### config.mk
export PLATFORM = sky130hd
export DESIGN_NAME = sgtr_add_unit
export DESIGN_NICKNAME = d
export VERILOG_FILES = /design/src/hw/rtl/scaled_glyph_text_renderer_macros.svh /design/src/hw/rtl/sgtr_pkg.sv /design/src/hw/rtl/sgtr_add_unit.sv
export SDC_FILE = /design/constraint.sdc
export NUM_CORES = 1
export LEC_CHECK = 0
export BUFFER_PORTS_ARGS = -buffer_cell sky130_fd_sc_hd__buf_4
export CORE_MARGIN = 2
export CORE_UTILIZATION = 40
export DETAILED_ROUTE_END_ITERATION = 16
export GPL_ROUTABILITY_DRIVEN = 0
export PLACE_DENSITY = 0.75
export SYNTH_ARGS = -nofsm -noshare
export SYNTH_HDL_FRONTEND = slang
export SYNTH_SLANG_ARGS = --single-unit
export TNS_END_PERCENT = 100
### constraint.sdc
create_clock -name vclk -period 6.6
set_input_delay 0.66 -clock vclk [all_inputs]
set_output_delay 0.66 -clock vclk [all_outputs]
set_load 0.02 [all_outputs]
### src/hw/rtl/scaled_glyph_text_renderer_macros.svh
// assertion macros shared by the text renderer rtl
`ifndef SCALED_GLYPH_TEXT_RENDERER_MACROS_SVH
`define SCALED_GLYPH_TEXT_RENDERER_MACROS_SVH

// same-cycle implication, sampled on clk, off during reset
`define SGTR_ASSERT_NOW(label, ante, cons, msg) \
  label: assert property (@(posedge clk) disable iff (!rst_n) (ante) |-> (cons)) \
    else $error(msg);

// next-cycle implication, sampled on clk, off during reset
`define SGTR_ASSERT_NEXT(label, ante, cons, msg) \
  label: assert property (@(posedge clk) disable iff (!rst_n) (ante) |=> (cons)) \
    else $error(msg);

`endif

### src/hw/rtl/sgtr_pkg.sv
// shared types, constants and font table of the text renderer
`default_nettype none

package sgtr_pkg;

  localparam int SCREEN_WIDTH_DEF  = 128;
  localparam int SCREEN_HEIGHT_DEF = 160;

  localparam int CURSOR_W = 16;
  localparam int STEP_W   = 7;
  localparam int LIMIT_W  = 11;
  localparam int POS_W    = 10;

  localparam logic [7:0] CHAR_NEWLINE = 8'h0A;
  localparam logic [7:0] CHAR_FIRST   = 8'h20;
  localparam logic [7:0] CHAR_LAST    = 8'h7E;
  localparam logic [7:0] CHAR_QMARK   = 8'h3F;

  localparam logic [3:0] SCALE_MAX = 4'd8;
  localparam logic [2:0] COL_SPACE = 3'd5;
  localparam logic [2:0] ROW_LAST  = 3'd6;

  typedef struct packed {
    logic [CURSOR_W-1:0] a;
    logic [STEP_W-1:0]   b;
    logic [LIMIT_W-1:0]  limit;
  } sgtr_add_req_t;

  typedef struct packed {
    logic [CURSOR_W-1:0] sum_sat;
    logic                fits;
  } sgtr_add_rsp_t;

  // column 0 in the low byte, bit r of a byte is row r from the top
  function automatic logic [39:0] pack5(input logic [7:0] c0, input logic [7:0] c1,
                                        input logic [7:0] c2, input logic [7:0] c3,
                                        input logic [7:0] c4);
    pack5 = {c4, c3, c2, c1, c0};
  endfunction

  // 5x7 font for codes 0x20..0x7e, index is code minus 0x20
  function automatic logic [39:0] glyph_bits(input logic [6:0] idx);
    case (idx)
      7'd0:  glyph_bits = pack5(8'h00, 8'h00, 8'h00, 8'h00, 8'h00);
      7'd1:  glyph_bits = pack5(8'h00, 8'h00, 8'h5F, 8'h00, 8'h00);
      7'd2:  glyph_bits = pack5(8'h00, 8'h07, 8'h00, 8'h07, 8'h00);
      7'd3:  glyph_bits = pack5(8'h14, 8'h7F, 8'h14, 8'h7F, 8'h14);
      7'd4:  glyph_bits = pack5(8'h24, 8'h2A, 8'h7F, 8'h2A, 8'h12);
      7'd5:  glyph_bits = pack5(8'h23, 8'h13, 8'h08, 8'h64, 8'h62);
      7'd6:  glyph_bits = pack5(8'h36, 8'h49, 8'h55, 8'h22, 8'h50);
      7'd7:  glyph_bits = pack5(8'h00, 8'h05, 8'h03, 8'h00, 8'h00);
      7'd8:  glyph_bits = pack5(8'h00, 8'h1C, 8'h22, 8'h41, 8'h00);
      7'd9:  glyph_bits = pack5(8'h00, 8'h41, 8'h22, 8'h1C, 8'h00);
      7'd10: glyph_bits = pack5(8'h14, 8'h08, 8'h3E, 8'h08, 8'h14);
      7'd11: glyph_bits = pack5(8'h08, 8'h08, 8'h3E, 8'h08, 8'h08);
      7'd12: glyph_bits = pack5(8'h00, 8'h50, 8'h30, 8'h00, 8'h00);
      7'd13: glyph_bits = pack5(8'h08, 8'h08, 8'h08, 8'h08, 8'h08);
      7'd14: glyph_bits = pack5(8'h00, 8'h60, 8'h60, 8'h00, 8'h00);
      7'd15: glyph_bits = pack5(8'h20, 8'h10, 8'h08, 8'h04, 8'h02);
      7'd16: glyph_bits = pack5(8'h3E, 8'h51, 8'h49, 8'h45, 8'h3E);
      7'd17: glyph_bits = pack5(8'h00, 8'h42, 8'h7F, 8'h40, 8'h00);
      7'd18: glyph_bits = pack5(8'h42, 8'h61, 8'h51, 8'h49, 8'h46);
      7'd19: glyph_bits = pack5(8'h21, 8'h41, 8'h45, 8'h4B, 8'h31);
      7'd20: glyph_bits = pack5(8'h18, 8'h14, 8'h12, 8'h7F, 8'h10);
      7'd21: glyph_bits = pack5(8'h27, 8'h45, 8'h45, 8'h45, 8'h39);
      7'd22: glyph_bits = pack5(8'h3C, 8'h4A, 8'h49, 8'h49, 8'h30);
      7'd23: glyph_bits = pack5(8'h01, 8'h71, 8'h09, 8'h05, 8'h03);
      7'd24: glyph_bits = pack5(8'h36, 8'h49, 8'h49, 8'h49, 8'h36);
      7'd25: glyph_bits = pack5(8'h06, 8'h49, 8'h49, 8'h29, 8'h1E);
      7'd26: glyph_bits = pack5(8'h00, 8'h36, 8'h36, 8'h00, 8'h00);
      7'd27: glyph_bits = pack5(8'h00, 8'h56, 8'h36, 8'h00, 8'h00);
      7'd28: glyph_bits = pack5(8'h08, 8'h14, 8'h22, 8'h41, 8'h00);
      7'd29: glyph_bits = pack5(8'h14, 8'h14, 8'h14, 8'h14, 8'h14);
      7'd30: glyph_bits = pack5(8'h00, 8'h41, 8'h22, 8'h14, 8'h08);
      7'd31: glyph_bits = pack5(8'h02, 8'h01, 8'h51, 8'h09, 8'h06);
      7'd32: glyph_bits = pack5(8'h32, 8'h49, 8'h79, 8'h41, 8'h3E);
      7'd33: glyph_bits = pack5(8'h7E, 8'h11, 8'h11, 8'h11, 8'h7E);
      7'd34: glyph_bits = pack5(8'h7F, 8'h49, 8'h49, 8'h49, 8'h36);
      7'd35: glyph_bits = pack5(8'h3E, 8'h41, 8'h41, 8'h41, 8'h22);
      7'd36: glyph_bits = pack5(8'h7F, 8'h41, 8'h41, 8'h22, 8'h1C);
      7'd37: glyph_bits = pack5(8'h7F, 8'h49, 8'h49, 8'h49, 8'h41);
      7'd38: glyph_bits = pack5(8'h7F, 8'h09, 8'h09, 8'h09, 8'h01);
      7'd39: glyph_bits = pack5(8'h3E, 8'h41, 8'h49, 8'h49, 8'h7A);
      7'd40: glyph_bits = pack5(8'h7F, 8'h08, 8'h08, 8'h08, 8'h7F);
      7'd41: glyph_bits = pack5(8'h00, 8'h41, 8'h7F, 8'h41, 8'h00);
      7'd42: glyph_bits = pack5(8'h20, 8'h40, 8'h41, 8'h3F, 8'h01);
      7'd43: glyph_bits = pack5(8'h7F, 8'h08, 8'h14, 8'h22, 8'h41);
      7'd44: glyph_bits = pack5(8'h7F, 8'h40, 8'h40, 8'h40, 8'h40);
      7'd45: glyph_bits = pack5(8'h7F, 8'h02, 8'h0C, 8'h02, 8'h7F);
      7'd46: glyph_bits = pack5(8'h7F, 8'h04, 8'h08, 8'h10, 8'h7F);
      7'd47: glyph_bits = pack5(8'h3E, 8'h41, 8'h41, 8'h41, 8'h3E);
      7'd48: glyph_bits = pack5(8'h7F, 8'h09, 8'h09, 8'h09, 8'h06);
      7'd49: glyph_bits = pack5(8'h3E, 8'h41, 8'h51, 8'h21, 8'h5E);
      7'd50: glyph_bits = pack5(8'h7F, 8'h09, 8'h19, 8'h29, 8'h46);
      7'd51: glyph_bits = pack5(8'h46, 8'h49, 8'h49, 8'h49, 8'h31);
      7'd52: glyph_bits = pack5(8'h01, 8'h01, 8'h7F, 8'h01, 8'h01);
      7'd53: glyph_bits = pack5(8'h3F, 8'h40, 8'h40, 8'h40, 8'h3F);
      7'd54: glyph_bits = pack5(8'h1F, 8'h20, 8'h40, 8'h20, 8'h1F);
      7'd55: glyph_bits = pack5(8'h3F, 8'h40, 8'h38, 8'h40, 8'h3F);
      7'd56: glyph_bits = pack5(8'h63, 8'h14, 8'h08, 8'h14, 8'h63);
      7'd57: glyph_bits = pack5(8'h07, 8'h08, 8'h70, 8'h08, 8'h07);
      7'd58: glyph_bits = pack5(8'h61, 8'h51, 8'h49, 8'h45, 8'h43);
      7'd59: glyph_bits = pack5(8'h00, 8'h7F, 8'h41, 8'h41, 8'h00);
      7'd60: glyph_bits = pack5(8'h02, 8'h04, 8'h08, 8'h10, 8'h20);
      7'd61: glyph_bits = pack5(8'h00, 8'h41, 8'h41, 8'h7F, 8'h00);
      7'd62: glyph_bits = pack5(8'h04, 8'h02, 8'h01, 8'h02, 8'h04);
      7'd63: glyph_bits = pack5(8'h40, 8'h40, 8'h40, 8'h40, 8'h40);
      7'd64: glyph_bits = pack5(8'h00, 8'h01, 8'h02, 8'h04, 8'h00);
      7'd65: glyph_bits = pack5(8'h20, 8'h54, 8'h54, 8'h54, 8'h78);
      7'd66: glyph_bits = pack5(8'h7F, 8'h48, 8'h44, 8'h44, 8'h38);
      7'd67: glyph_bits = pack5(8'h38, 8'h44, 8'h44, 8'h44, 8'h20);
      7'd68: glyph_bits = pack5(8'h38, 8'h44, 8'h44, 8'h48, 8'h7F);
      7'd69: glyph_bits = pack5(8'h38, 8'h54, 8'h54, 8'h54, 8'h18);
      7'd70: glyph_bits = pack5(8'h08, 8'h7E, 8'h09, 8'h01, 8'h02);
      7'd71: glyph_bits = pack5(8'h0C, 8'h52, 8'h52, 8'h52, 8'h3E);
      7'd72: glyph_bits = pack5(8'h7F, 8'h08, 8'h04, 8'h04, 8'h78);
      7'd73: glyph_bits = pack5(8'h00, 8'h44, 8'h7D, 8'h40, 8'h00);
      7'd74: glyph_bits = pack5(8'h20, 8'h40, 8'h44, 8'h3D, 8'h00);
      7'd75: glyph_bits = pack5(8'h7F, 8'h10, 8'h28, 8'h44, 8'h00);
      7'd76: glyph_bits = pack5(8'h00, 8'h41, 8'h7F, 8'h40, 8'h00);
      7'd77: glyph_bits = pack5(8'h7C, 8'h04, 8'h18, 8'h04, 8'h78);
      7'd78: glyph_bits = pack5(8'h7C, 8'h08, 8'h04, 8'h04, 8'h78);
      7'd79: glyph_bits = pack5(8'h38, 8'h44, 8'h44, 8'h44, 8'h38);
      7'd80: glyph_bits = pack5(8'h7C, 8'h14, 8'h14, 8'h14, 8'h08);
      7'd81: glyph_bits = pack5(8'h08, 8'h14, 8'h14, 8'h18, 8'h7C);
      7'd82: glyph_bits = pack5(8'h7C, 8'h08, 8'h04, 8'h04, 8'h08);
      7'd83: glyph_bits = pack5(8'h48, 8'h54, 8'h54, 8'h54, 8'h20);
      7'd84: glyph_bits = pack5(8'h04, 8'h3F, 8'h44, 8'h40, 8'h20);
      7'd85: glyph_bits = pack5(8'h3C, 8'h40, 8'h40, 8'h20, 8'h7C);
      7'd86: glyph_bits = pack5(8'h1C, 8'h20, 8'h40, 8'h20, 8'h1C);
      7'd87: glyph_bits = pack5(8'h3C, 8'h40, 8'h30, 8'h40, 8'h3C);
      7'd88: glyph_bits = pack5(8'h44, 8'h28, 8'h10, 8'h28, 8'h44);
      7'd89: glyph_bits = pack5(8'h0C, 8'h50, 8'h50, 8'h50, 8'h3C);
      7'd90: glyph_bits = pack5(8'h44, 8'h64, 8'h54, 8'h4C, 8'h44);
      7'd91: glyph_bits = pack5(8'h00, 8'h08, 8'h36, 8'h41, 8'h00);
      7'd92: glyph_bits = pack5(8'h00, 8'h00, 8'h7F, 8'h00, 8'h00);
      7'd93: glyph_bits = pack5(8'h00, 8'h41, 8'h36, 8'h08, 8'h00);
      7'd94: glyph_bits = pack5(8'h08, 8'h08, 8'h2A, 8'h1C, 8'h08);
      default: glyph_bits = '0;
    endcase
  endfunction

endpackage

`default_nettype wire

### src/hw/rtl/sgtr_add_unit.sv
// shared saturating adder with screen-limit compare
`default_nettype none

module sgtr_add_unit (
  input  wire sgtr_pkg::sgtr_add_req_t req,
  output sgtr_pkg::sgtr_add_rsp_t      rsp
);

  logic [sgtr_pkg::CURSOR_W:0] sum;

  assign sum = {1'b0, req.a} + (sgtr_pkg::CURSOR_W + 1)'(req.b);

  // saturate at all ones instead of wrapping
  assign rsp.sum_sat = sum[sgtr_pkg::CURSOR_W] ? '1 : sum[sgtr_pkg::CURSOR_W-1:0];
  assign rsp.fits    = sum <= (sgtr_pkg::CURSOR_W + 1)'(req.limit);

endmodule

`default_nettype wire

== Word-level counts from Yosys, hierarchy flattened ==
Index checks and enable logic that the tools add are counted.

* Equal/unequal tests: 0
* $lt $le $gt $ge: 1
* Multiplexer cells: 1
* Add/sub/neg operators: 1
* Div/mod/pow operators: 0
* Reductions and logical operators: 0
* $mul: 0
* Bitwise logic cells: 0
* Shifts and indexed selects: 0

{| class="wikitable"
|+ Operator list
! cell !! count
|-
| 16-bit by 7-bit adder with 17-bit output || 1
|-
| 17-bit by 11-bit <= comparator with 1-bit output || 1
|-
| 16-bit 2-to-1 mux || 1
|}

* Bits in writable memories: 0
* Input port bits: 34
* Latch bits: 0
* Memories kept: 0
* Output and inout bits: 17
* Bits in registers: 0
* ROM bits: 0

== Logic depth before layout (Yosys ltp) ==
* Depth in word-level cells: 2
* Gate-level depth with buffers: 13
* Depth with buffers taken out: 12

== Worst setup path after synthesis ==
No wires, ideal clock.

* Path type: input-to-output
* From: in req[11] (netlist name)
* To: out rsp[0] (netlist name)
* Setup slack: 2.324 ns
* Data required time: 5.940 ns
* Stages on the path: 12
* Buffers on the path: 1
* Data arrival time: 3.616 ns
* Cell sequence: ha_1 > fa_1 > a21oi_1 > o221ai_1 > buf_4 > nand2_1 > xnor2_1 > ha_1 > a21o_1 > a2111oi_0 > a21oi_1 > nor4b_1

{| class="wikitable"
|+ RTL lines
! item !! line !! text
|-
| from (decl) || sgtr_add_unit.sv:5 || <nowiki>input wire sgtr_pkg::sgtr_add_req_t req,</nowiki>
|-
| to (decl) || sgtr_add_unit.sv:6 || <nowiki>output sgtr_pkg::sgtr_add_rsp_t rsp</nowiki>
|}

==> flow_metrics.tcl <==
set metrics [dict create \
    port_buffers 51 \
    place_ws_ps 2093 \
    hp-class "in2out" \
    crit_fanout 11 \
    core-area_sq_um 2002 \
    synth_area_sq_um 863.3 \
    ys_warn_count 0 \
    required_ps 5940 \
    hpwl_mm 2.294 \
    postRouteAntennaNets 0 \
    slew_headroom_pct 46.86 \
    die_h_um 50.46 \
    synth_nets 176 \
    synthTopCellsByArea "ha_1, xnor2_1, inv_1, a21oi_1, nand2_1" \
    initial_core_util_pct 43.13 \
    drc 0 \
    grt_start_max_net_pins 12 \
    path_class "in2out" \
    die_w_um 50.46 \
    multi_input_area_sq_um 798.3 \
    antenna_cells 0 \
    seqCellArea_sq_um 0 \
    synth_top_cell_by_area "ha_1" \
    fillers 188 \
    final_area_sq_um 1267 \
    grt_antenna_before_repair 0 \
    p_per_area_nw_per_um2 108.1 \
    rsz0062_at_grt "no" \
    worstSetupEndpointType "primary output" \
    dieArea_sq_um 2546 \
    hold_buffers 0 \
    postLayoutCoreUtil_pct 63.31 \
    dr.pass1.iters 4 \
    grt_util_all_layers_pct 20.95 \
    grt_overflow_total 0 \
    grt_pass1_vias 1062 \
    mostFrequentLayoutCell "buf_4" \
    post-route-period-util_pct 69.59 \
    placedCellCount 199 \
    post-cts-setup-buffers 0 \
    routed_wl_mm 2.559 \
    synth_area_per_cell_sq_um 7.019 \
    instances_no_fill 199 \
    max_freq_ghz 0.2177 \
    final-hold-violation-count 0 \
    tightest_slew_ps 797.1 \
    nClkBuffers 0 \
    total_power_uw 137.0 \
    ir_drop_uv 48.59 \
    drive_gt1_share_pct 32.56 \
    final_nets 227 \
    cap_viol_max_count 0 \
    finalSetupViolations 0 \
    p_leak_nw 0.6737 \
    seq_area_frac_synth_pct 0 \
    io_pins 51 \
    grt_pass1_wl_mm 4.333 \
    timing.setup.tns_ps 0 \
    postCtsResizedCells 0 \
    syn_inst 123 \
    num_vias 1080 \
    netlist.area_leader.share_pct 26.09 \
    wl_per_cell_um 12.86 \
    mostFrequentLayoutCells "buf_4, ha_1, inv_1" \
    flops_and_latches 0 \
    final.setup.worst_slack_ps 2007 \
    via_per_inst 5.427 \
    synth.distinct_cells 32 \
    drt-initial-drc-count 21 \
    whs_ps 1694 \
    dpl_cell_area_sq_um 1267 \
    min_period_ps 4593 \
    rows 16 \
    critPathArrivalTime_ps 3930 \
    drv_slew 0 \
    start_kind "input pin" \
    area_growth_pct 46.81 \
    outcome "complete, no violations" \
]
power breakdown:
part           leakage [nW]  switching [mW]  internal (mW)  total (mW)
combinational         0.674          0.0722         0.0648       0.137
sequential                0               0              0           0
clock                     0               0              0           0
worst paths after layout:
check  slack [ps]     from       to  cells after the start
min          1690  req[32]  rsp[15]                      4
max          2010  req[11]   rsp[0]                     13
routing by layer:
| layer | vias up | GRT usage, % | part of all wire (%) |
|---|---|---|---|
| met1 | 490 | 26.57 | 41 |
| met4 | 0 | 2.252 | 0 |
| li1 | 549 | - | - |
| met2 | 41 | 40.35 | 54 |
| met5 | - | 0 | 0 |
| met3 | 0 | 0.2976 | 4.9 |
logic make-up after synthesis:
family	after synthesis	share of synthesized area, %
fa+ha+maj	19	28.41
simple gates	42	24.35
compound gates	32	25.22
buf+inv	16	7.536
mux	2	2.319
xor+xnor	12	12.17
layout make-up:
type / count / share of cell area, %
inverter: 14 / 4.146
multi-input combinational: 107 / 62.98
tap: 27 / 2.665
timing repair buffer: 51 / 30.21
synthesized netlist by cell type:
cell       instances
a2111oi_0          1
a211oi_1           2
a21o_1             2
a21oi_1           10
a21oi_2            1
a31o_2             4
a31oi_1            1
and3_1             1
buf_2              1
buf_4              1
fa_1               1
ha_1              18
inv_1             14
mux2i_1            2
nand2_1           11
nand2b_1           6
nand3_1            4
nand4_1            5
nand4b_1           1
nor2_1             9
nor3_1             3
nor4b_1            1
o211ai_1           2
o21a_1             2
o21ai_0            2
o221ai_1           1
o22ai_1            1
o2bb2ai_1          1
o31ai_1            2
or4_1              1
xnor2_1            9
xor2_1             3
worst max-delay path, stage by stage:
cell,delay [ps]
buf_4,110
ha_1,230
fa_1,410
a21oi_1,240
o221ai_1,420
nand2_1,200
xnor2_1,170
ha_1,290
a21o_1,150
a2111oi_0,390
a21oi_1,130
nor4b_1,320
buf_4,210
No activity file was read; power rests on OpenSTA's default activity.
